## config.mk

```make
export PLATFORM = sky130hd
export DESIGN_NAME = multichannel_block_peak_framer
export DESIGN_NICKNAME = d
export VERILOG_FILES = /design/src/design/mbpf_pkg.sv /design/src/design/mbpf_front.sv /design/src/design/mbpf_fifo.sv /design/src/design/mbpf_back.sv /design/src/design/multichannel_block_peak_framer.sv
export VERILOG_INCLUDE_DIRS = /design/src /design/src/design
export SDC_FILE = /design/constraint.sdc
export NUM_CORES = 1
export LEC_CHECK = 0
export BUFFER_PORTS_ARGS = -buffer_cell sky130_fd_sc_hd__buf_4
export CORE_UTILIZATION = 50
export CTS_CLUSTER_DIAMETER = 200
export DETAILED_ROUTE_END_ITERATION = 10
export GPL_ROUTABILITY_DRIVEN = 0
export MAX_ROUTING_LAYER = met4
export PLACE_DENSITY = 0.66
export SYNTH_ARGS = -nofsm -noshare
export SYNTH_HDL_FRONTEND = slang
export SYNTH_SLANG_ARGS = --single-unit
```

## constraint.sdc

```tcl
create_clock -name clk_i -period 20.3 [get_ports clk_i]
set_input_delay 1.015 -clock clk_i [delete_from_list [all_inputs] [get_ports clk_i]]
set_output_delay 1.015 -clock clk_i [all_outputs]
set_load 0.005 [all_outputs]
```

## src/design/multichannel_block_peak_framer_macros.svh

```systemverilog
// assertion helpers shared by the rtl files
`ifndef MULTICHANNEL_BLOCK_PEAK_FRAMER_MACROS_SVH
`define MULTICHANNEL_BLOCK_PEAK_FRAMER_MACROS_SVH

// same-cycle implication, sampled on clk_i, off during reset
`define MBPF_ASSERT_IMPL(label, ante, cons) \
  label: assert property (@(posedge clk_i) disable iff (!rst_ni) (ante) |-> (cons)) \
    else $error("mbpf assertion failed");

// next-cycle implication, sampled on clk_i, off during reset
`define MBPF_ASSERT_NEXT(label, ante, cons) \
  label: assert property (@(posedge clk_i) disable iff (!rst_ni) (ante) |=> (cons)) \
    else $error("mbpf assertion failed");

`endif

```

## src/design/mbpf_pkg.sv

```systemverilog
`default_nettype none
package mbpf_pkg;

  localparam int NUM_IN       = 12;
  localparam int SAMPLE_W     = 12;
  localparam int IN_W         = NUM_IN * SAMPLE_W;
  localparam int BYTE_W       = 8;

  localparam int BLOCK_LEN_DEF = 10;
  localparam int CHANNELS_DEF  = 12;
  localparam int FIFO_DEPTH    = 2;

  localparam logic [BYTE_W-1:0]   HDR_BYTE     = 8'h0A;
  localparam logic [BYTE_W-1:0]   TRL_BYTE     = 8'h0B;
  localparam logic [SAMPLE_W-1:0] OFFSET_RESET = 12'd3900;

endpackage
`default_nettype wire

```

## src/design/mbpf_front.sv

```systemverilog
`default_nettype none
module mbpf_front #(
  parameter int BLOCK_LEN = mbpf_pkg::BLOCK_LEN_DEF,
  parameter int CHANNELS  = mbpf_pkg::CHANNELS_DEF
) (
  input  wire logic                                 clk_i,
  input  wire logic                                 rst_ni,
  input  wire logic                                 s_valid_i,
  output logic                                      s_ready_o,
  input  wire logic [mbpf_pkg::IN_W-1:0]            s_data_i,
  input  wire logic                                 fifo_full_i,
  output logic                                      push_o,
  output logic [CHANNELS-1:0][mbpf_pkg::SAMPLE_W-1:0] push_data_o
);

  localparam int CntW = (BLOCK_LEN > 1) ? $clog2(BLOCK_LEN) : 1;

  logic [CntW-1:0]                          cnt_q, cnt_d;
  logic [CHANNELS-1:0][mbpf_pkg::SAMPLE_W-1:0] peak_q, peak_d, peak_new;
  logic                                     last_scan;
  logic                                     acc;

  assign last_scan = (cnt_q == CntW'(BLOCK_LEN - 1));
  // only the scan that closes a block needs room in the queue
  assign s_ready_o = !(last_scan && fifo_full_i);
  assign acc       = s_valid_i && s_ready_o;

  always_comb begin
    for (int c = 0; c < CHANNELS; c++) begin
      if (s_data_i[c*mbpf_pkg::SAMPLE_W +: mbpf_pkg::SAMPLE_W] > peak_q[c]) begin
        peak_new[c] = s_data_i[c*mbpf_pkg::SAMPLE_W +: mbpf_pkg::SAMPLE_W];
      end else begin
        peak_new[c] = peak_q[c];
      end
    end
  end

  always_comb begin
    cnt_d  = cnt_q;
    peak_d = peak_q;
    if (acc) begin
      if (last_scan) begin
        cnt_d  = '0;
        peak_d = '0;
      end else begin
        cnt_d  = cnt_q + CntW'(1);
        peak_d = peak_new;
      end
    end
  end

  assign push_o      = acc && last_scan;
  assign push_data_o = peak_new;

  always_ff @(posedge clk_i or negedge rst_ni) begin
    if (!rst_ni) begin
      cnt_q  <= '0;
      peak_q <= '0;
    end else begin
      cnt_q  <= cnt_d;
      peak_q <= peak_d;
    end
  end

endmodule
`default_nettype wire

```

## src/design/mbpf_fifo.sv

```systemverilog
`default_nettype none
`include "multichannel_block_peak_framer_macros.svh"
module mbpf_fifo #(
  parameter int WIDTH = 8,
  parameter int DEPTH = mbpf_pkg::FIFO_DEPTH
) (
  input  wire logic             clk_i,
  input  wire logic             rst_ni,
  input  wire logic             push_i,
  input  wire logic [WIDTH-1:0] push_data_i,
  output logic                  full_o,
  input  wire logic             pop_i,
  output logic                  valid_o,
  output logic [WIDTH-1:0]      head_o
);

  localparam int PtrW = (DEPTH > 1) ? $clog2(DEPTH) : 1;
  localparam int CntW = $clog2(DEPTH + 1);

  logic [WIDTH-1:0] mem_q [DEPTH];
  logic [PtrW-1:0]  wr_q, wr_d, rd_q, rd_d;
  logic [CntW-1:0]  cnt_q, cnt_d;

  assign full_o  = (cnt_q == CntW'(DEPTH));
  assign valid_o = (cnt_q != '0);
  assign head_o  = mem_q[rd_q];

  always_comb begin
    wr_d  = wr_q;
    rd_d  = rd_q;
    cnt_d = cnt_q;
    if (push_i) begin
      wr_d = (wr_q == PtrW'(DEPTH - 1)) ? '0 : wr_q + PtrW'(1);
    end
    if (pop_i) begin
      rd_d = (rd_q == PtrW'(DEPTH - 1)) ? '0 : rd_q + PtrW'(1);
    end
    if (push_i && !pop_i) begin
      cnt_d = cnt_q + CntW'(1);
    end else if (pop_i && !push_i) begin
      cnt_d = cnt_q - CntW'(1);
    end
  end

  always_ff @(posedge clk_i) begin
    if (push_i) begin
      mem_q[wr_q] <= push_data_i;
    end
  end

  always_ff @(posedge clk_i or negedge rst_ni) begin
    if (!rst_ni) begin
      wr_q  <= '0;
      rd_q  <= '0;
      cnt_q <= '0;
    end else begin
      wr_q  <= wr_d;
      rd_q  <= rd_d;
      cnt_q <= cnt_d;
    end
  end

  `MBPF_ASSERT_IMPL(a_no_overflow, push_i, !full_o || pop_i)
  `MBPF_ASSERT_IMPL(a_no_underflow, pop_i, valid_o)
  `MBPF_ASSERT_IMPL(a_cnt_bound, 1'b1, cnt_q <= CntW'(DEPTH))

endmodule
`default_nettype wire

```

## src/design/mbpf_back.sv

```systemverilog
`default_nettype none
`include "multichannel_block_peak_framer_macros.svh"
module mbpf_back #(
  parameter int CHANNELS = mbpf_pkg::CHANNELS_DEF
) (
  input  wire logic                                   clk_i,
  input  wire logic                                   rst_ni,
  input  wire logic                                   cfg_we_i,
  input  wire logic [mbpf_pkg::SAMPLE_W-1:0]          cfg_wdata_i,
  input  wire logic                                   fifo_valid_i,
  input  wire logic [CHANNELS-1:0][mbpf_pkg::SAMPLE_W-1:0] fifo_head_i,
  output logic                                        pop_o,
  output logic                                        m_valid_o,
  input  wire logic                                   m_ready_i,
  output logic [mbpf_pkg::BYTE_W-1:0]                 m_data_o,
  output logic                                        m_last_o
);

  localparam int NBytes = 2 + 2 * CHANNELS;
  localparam int IdxW   = $clog2(NBytes);
  localparam int ChW    = (CHANNELS > 1) ? $clog2(CHANNELS) : 1;

  logic [mbpf_pkg::SAMPLE_W-1:0] off_q;
  logic [IdxW-1:0]               idx_q, idx_d, rel;
  logic [ChW-1:0]                ch, ch_sel;
  logic [mbpf_pkg::SAMPLE_W-1:0] peak, val;
  logic [mbpf_pkg::BYTE_W-1:0]   byte_d, byte_q;
  logic                          last_d, last_q;
  logic                          out_valid_q, out_valid_d;
  logic                          ld;

  assign ld  = fifo_valid_i && (!out_valid_q || m_ready_i);
  assign rel = idx_q - IdxW'(1);
  assign ch  = rel[ChW:1];
  // header and trailer slots give an out-of-range channel, clamp it
  assign ch_sel = ({1'b0, ch} < (ChW+1)'(CHANNELS)) ? ch : '0;
  assign peak   = fifo_head_i[ch_sel];
  assign val    = (peak > off_q) ? peak - off_q : '0;

  always_comb begin
    last_d = 1'b0;
    if (idx_q == '0) begin
      byte_d = mbpf_pkg::HDR_BYTE;
    end else if (idx_q == IdxW'(NBytes - 1)) begin
      byte_d = mbpf_pkg::TRL_BYTE;
      last_d = 1'b1;
    end else if (!rel[0]) begin
      byte_d = {{(mbpf_pkg::BYTE_W*2 - mbpf_pkg::SAMPLE_W){1'b0}},
                val[mbpf_pkg::SAMPLE_W-1:mbpf_pkg::BYTE_W]};
    end else begin
      byte_d = val[mbpf_pkg::BYTE_W-1:0];
    end
  end

  always_comb begin
    idx_d       = idx_q;
    out_valid_d = out_valid_q;
    if (ld) begin
      idx_d       = last_d ? '0 : idx_q + IdxW'(1);
      out_valid_d = 1'b1;
    end else if (m_ready_i) begin
      out_valid_d = 1'b0;
    end
  end

  assign pop_o     = ld && last_d;
  assign m_valid_o = out_valid_q;
  assign m_data_o  = byte_q;
  assign m_last_o  = last_q;

  always_ff @(posedge clk_i) begin
    if (ld) begin
      byte_q <= byte_d;
      last_q <= last_d;
    end
  end

  always_ff @(posedge clk_i or negedge rst_ni) begin
    if (!rst_ni) begin
      off_q       <= mbpf_pkg::OFFSET_RESET;
      idx_q       <= '0;
      out_valid_q <= 1'b0;
    end else begin
      if (cfg_we_i) begin
        off_q <= cfg_wdata_i;
      end
      idx_q       <= idx_d;
      out_valid_q <= out_valid_d;
    end
  end

  `MBPF_ASSERT_IMPL(a_last_is_trailer, out_valid_q && last_q, byte_q == mbpf_pkg::TRL_BYTE)
  `MBPF_ASSERT_IMPL(a_pop_has_entry, pop_o, fifo_valid_i)
  `MBPF_ASSERT_NEXT(a_frame_restarts, pop_o, idx_q == '0)

endmodule
`default_nettype wire

```

## src/design/multichannel_block_peak_framer.sv

```systemverilog
// multichannel block peak framer
// s_axis carries one scan per transaction: twelve 12-bit samples. the block
// keeps a per-channel running maximum over BLOCK_LEN scans; the scan that
// closes a block queues the peaks, and a frame of 2 + 2*CHANNELS bytes goes
// out on m_axis: header 0x0A, each peak minus the baseline offset (floored at
// zero) as a big-endian 16-bit value, trailer 0x0B with tlast set.
// throughput: one scan per cycle while a closing scan finds room in the queue;
// the frame leaves at one byte per cycle while the receiver is ready, so the
// sustained rate is set by the byte serialiser. the peaks of the closing scan
// are written into the queue, and the header is then loaded from the queue
// into the output register once that register is free.
// a two-entry queue of peak sets sits between accumulation and serialiser;
// when the receiver stalls, scans keep being taken until a closing scan
// finds the queue full, and only that scan waits for room.
// cfg_we_i writes the baseline offset; write it only while the block is idle.
// reset clears peaks, scan count and queue and sets the offset to 3900.
`default_nettype none
module multichannel_block_peak_framer #(
  parameter int BLOCK_LEN = mbpf_pkg::BLOCK_LEN_DEF,
  parameter int CHANNELS  = mbpf_pkg::CHANNELS_DEF
) (
  input  wire logic                          clk_i,
  input  wire logic                          rst_ni,
  input  wire logic                          cfg_we_i,
  input  wire logic [mbpf_pkg::SAMPLE_W-1:0] cfg_wdata_i,
  input  wire logic                          s_axis_tvalid_i,
  output logic                               s_axis_tready_o,
  // sample_ch0, sample_ch1, ... sample_ch11, 12 bits each
  input  wire logic [mbpf_pkg::IN_W-1:0]     s_axis_tdata_i,
  output logic                               m_axis_tvalid_o,
  input  wire logic                          m_axis_tready_i,
  // frame_byte
  output logic [mbpf_pkg::BYTE_W-1:0]        m_axis_tdata_o,
  output logic                               m_axis_tlast_o
);

  logic                                        fifo_full, fifo_valid, push, pop;
  logic [CHANNELS-1:0][mbpf_pkg::SAMPLE_W-1:0] push_data, head;

  mbpf_front #(
    .BLOCK_LEN(BLOCK_LEN),
    .CHANNELS (CHANNELS)
  ) u_front (
    .clk_i      (clk_i),
    .rst_ni     (rst_ni),
    .s_valid_i  (s_axis_tvalid_i),
    .s_ready_o  (s_axis_tready_o),
    .s_data_i   (s_axis_tdata_i),
    .fifo_full_i(fifo_full),
    .push_o     (push),
    .push_data_o(push_data)
  );

  mbpf_fifo #(
    .WIDTH(CHANNELS * mbpf_pkg::SAMPLE_W),
    .DEPTH(mbpf_pkg::FIFO_DEPTH)
  ) u_fifo (
    .clk_i      (clk_i),
    .rst_ni     (rst_ni),
    .push_i     (push),
    .push_data_i(push_data),
    .full_o     (fifo_full),
    .pop_i      (pop),
    .valid_o    (fifo_valid),
    .head_o     (head)
  );

  mbpf_back #(
    .CHANNELS(CHANNELS)
  ) u_back (
    .clk_i       (clk_i),
    .rst_ni      (rst_ni),
    .cfg_we_i    (cfg_we_i),
    .cfg_wdata_i (cfg_wdata_i),
    .fifo_valid_i(fifo_valid),
    .fifo_head_i (head),
    .pop_o       (pop),
    .m_valid_o   (m_axis_tvalid_o),
    .m_ready_i   (m_axis_tready_i),
    .m_data_o    (m_axis_tdata_o),
    .m_last_o    (m_axis_tlast_o)
  );

endmodule
`default_nettype wire

```

==> summary.txt <==
outcome - finished, violations left
violated checks - DRC
Slew @ Worst Pin - 1.30 ns
Fmax achieved - 174 MHz
clk_lat worst skew - 0.59 ns
Worst-path clk slew - 0.06 ns
largest net degree at the start of global routing - 63
clk sink count - 467
core area - 46800 sq um
FF+latch count, synth - 467
Syn Std Cell Area - 23800 sq um
number of library cell types mapped by synthesis - 67
top-area cell type share of the netlist area - 37.5%
Clock Tree Buf Depth - 3
dominant synthesized flop cell - edfxtp_1
Power Dens Cells - 181 nW/um^2
Die Y - 220 microns
ant diodes - 0
Final Hold Viols - 0
# Max-Cap Violations - 0
Critical Path Fanout Max - 32
crit path max-delay cell type - nor2_4
worst path required time - 20.62 ns
endpoint class of the critical path - flop
total number of yosys warnings - 0
dpl cell area - 25600 sq um
initial antenna violation count - 0
Layout Skew - 0.0153 ns
post-synth net total - 2234
DRC errors left - 13
initial DRC count - 1701
share of layout cells above drive strength 1 - 21.1%
min-delay worst type - input pin to async pin
wire per inst - 21.4 microns
dpl hpwl - 41500 microns
vias in the first global route - 15600
layout net count - 2387
RSZ-0062 raised after global routing - false
Routed Antenna Nets - 0
TNS Setup - 0 ns
first-pass GRT wire length - 90000 microns
P_leak - 11.3 nW
CTS tree - done
CTS H-Tree Depth - 2
hold buffer count at CTS - 0
Startpoint Class - flop
Setup violations, final - 0
register area share after synthesis - 55.4%
critical setup path kind - flop to flop
DRT Pass-1 Iters - 10
area grow syn2layout - 15.6%
Final period util - 28.3%
Post-CTS Setup Bufs - 0
Ports - 172
post_cts resized - 0
TritonCTS Buffers - 50
CP max stage delay - 0.62 ns
Final Instance Area - 27500 sq um
syn_area_per_cell - 12.4 sq um
Post-synth EDFFs - 297
Bufs and invs on worst path - 2
CP arrival - 6.08 ns
GRT Util Overall - 25.2%
drt via density - 5.91
peak supply drop - 0.000100 V
Die X-Extent - 220 microns
number of port buffers - 171
largest cells by area after synthesis - edfxtp_1 37%, dfrtp_1 17%, ha_1 8.4%, mux4_2 4.5%, mux2_2 4.2%
cell family with most CP delay - simple AND/OR/NAND/NOR gates
starting density of the core - 50.9%
Slew HR - 12.4%
Syn Inst Count - 1912
grt total ovfl - 0
Cell Rows - 79
clk root buf - clkbuf_16
WL final - 58100 microns
die outline area - 48500 sq um
area leader, netlist - edfxtp_1
Post-synth ARST share - 36.4%
CP Cell Sequence - inv_1 > ha_1 > o41ai_1 > mux2_2 > nor2_4 > buf_4 > nor2_1 > a221oi_1 > a221oi_1 > ha_1 > nor2b_1 > o21ai_0 > a21oi_1 > or3_1 > a21oi_1 > or2_1 > o32ai_1
routed vias - 16000
Slew Viols, Final - 0
Period minus WS final - 5.75 ns
==> power by group <==
group	total (mW)	internal, mW	switching, mW	leakage [nW]
Clock	1.01	0.625	0.387	0.900
Combinational	2.35	0.969	1.38	5.51
Sequential	1.61	1.44	0.164	4.92
==> cell usage after synthesis (5+ instances only) <==
master	count
a21o_1	39
a21oi_1	61
a221o_1	8
a221oi_1	16
a22o_1	97
a31oi_1	13
a41oi_1	6
and2_1	9
and3_1	12
buf_2	14
clkbuf_1	68
dfrtp_1	162
dfstp_2	8
edfxtp_1	297
ha_1	160
inv_1	178
mux2_2	89
mux2i_1	5
mux4_1	6
mux4_2	48
nand2_1	214
nand2b_1	5
nand3_1	30
nand4_1	26
nor2_1	28
nor2b_1	28
nor3_1	15
o211ai_1	5
o21a_1	18
o21ai_0	108
o21ai_1	5
o31ai_1	6
o32ai_1	49
or2_2	6
xnor2_1	5
xor2_1	12
==> final timing paths <==
path | from | to | slack (ns) | depth (start not counted)
worst max-delay path | u_back.idx_q[0] | u_back.m_data_o[2] | 14.55 | 17
worst min-delay path | rst_ni | u_front.peak_q[70] | 0.43 | 1
worst max register to register | u_back.idx_q[0] | u_back.m_data_o[2] | 14.55 | 17
worst min register to register | u_front.peak_q[31] | u_front.peak_q[31] | 0.50 | 1
max in group asynchronous | rst_ni | u_fifo.rd_q | 18.47 | 2
min in group clk_i | u_front.peak_q[31] | u_front.peak_q[31] | 0.50 | 1
==> sequential cells by signal (all words and copies together), names as in the netlist, 2 cells and up <==
signal / cells
u_front.cnt_q: 4
u_back.off_q: 12
u_fifo.mem_q: 288
u_back.idx_q: 5
u_fifo.cnt_q: 2
u_front.peak_q: 144
u_back.m_data_o: 8
==> metrics by stage <==
step	hold WS [ns]	total power [mW]	utilization, %	worst slack (ns)	cells
2_1_floorplan	0.456	3.30	-	12.35	1912
3_3_place_gp	0.482	3.88	54.8	14.76	2620
3_5_place_dp	0.481	3.95	54.8	14.61	2620
4_1_cts	0.427	4.97	58.8	14.59	2714
5_1_grt	0.456	5.29	58.8	14.20	2714
6_report	0.431	4.97	58.8	14.55	2714
==> final cells by class <==
| type | count | area [sq um] |
|---|---|---|
| sequential | 467 | 13200 |
| clock buffer | 60 | 1410 |
| inverter | 178 | 668 |
| fill | 3694 | 19300 |
| multi-input combinational | 1176 | 9580 |
| timing repair buffer | 192 | 1450 |
| tap | 607 | 759 |
| clock inverter | 34 | 452 |
==> cells by family (layout without fill, tap and decap cells) <==
kind of cell               Yosys count  after routing  synth area share [%]
DFF                                467            467                  55.4
AOI/OAI and AO/OA                  461            461                  13.8
and+or+nand+nor                    389            389                  7.54
buffers and inverters              269            464                  4.48
adders and majority gates          161            161                  8.50
muxes                              148            148                  9.63
xor gates and xnor gates            17             17                 0.626
==> worst register-to-register path, cell delays in order (launching register included) <==
cell and delay, ns:
dfrtp_1 0.51, inv_1 0.22, ha_1 0.34, o41ai_1 0.13, mux2_2 0.31, nor2_4 0.62, buf_4 0.49, nor2_1 0.25
a221oi_1 0.49, a221oi_1 0.16, ha_1 0.37, nor2b_1 0.15, o21ai_0 0.28, a21oi_1 0.14, or3_1 0.41, a21oi_1 0.29
or2_1 0.24, o32ai_1 0.12
==> cell usage in the layout, fill, tap and decap left out, drive strengths merged, types with 4 or more instances in the layout <==
| cell type | count |
|---|---|
| edfxtp | 297 |
| nand2 | 214 |
| buf | 192 |
| inv | 179 |
| dfrtp | 162 |
| ha | 160 |
| o21ai | 113 |
| a22o | 97 |
| mux2 | 89 |
| a21oi | 61 |
| clkbuf | 60 |
| mux4 | 54 |
| o32ai | 49 |
| a21o | 39 |
| nand3 | 30 |
| nor2b | 28 |
| nor2 | 28 |
| nand4 | 26 |
| o21a | 18 |
| clkinv | 17 |
| a221oi | 16 |
| nor3 | 15 |
| a31oi | 13 |
| xor2 | 12 |
| and3 | 12 |
| bufinv | 10 |
| and2 | 9 |
| a221o | 8 |
| dfstp | 8 |
| or2 | 8 |
| o31ai | 6 |
| clkinvlp | 6 |
| a41oi | 6 |
| mux2i | 5 |
| o211ai | 5 |
| nand2b | 5 |
| xnor2 | 5 |
| a211oi | 5 |
| a22oi | 4 |
| a21bo | 4 |
==> per-layer routing <==
| metal | wire length (microns) | GRT usage, % |
|---|---|---|
| met5 | 0 | - |
| met4 | 1090 | 5.54 |
| met3 | 3230 | 3.75 |
| met2 | 27300 | 39.0 |
| met1 | 26500 | 35.3 |
(Power assumes the default switching activity.)
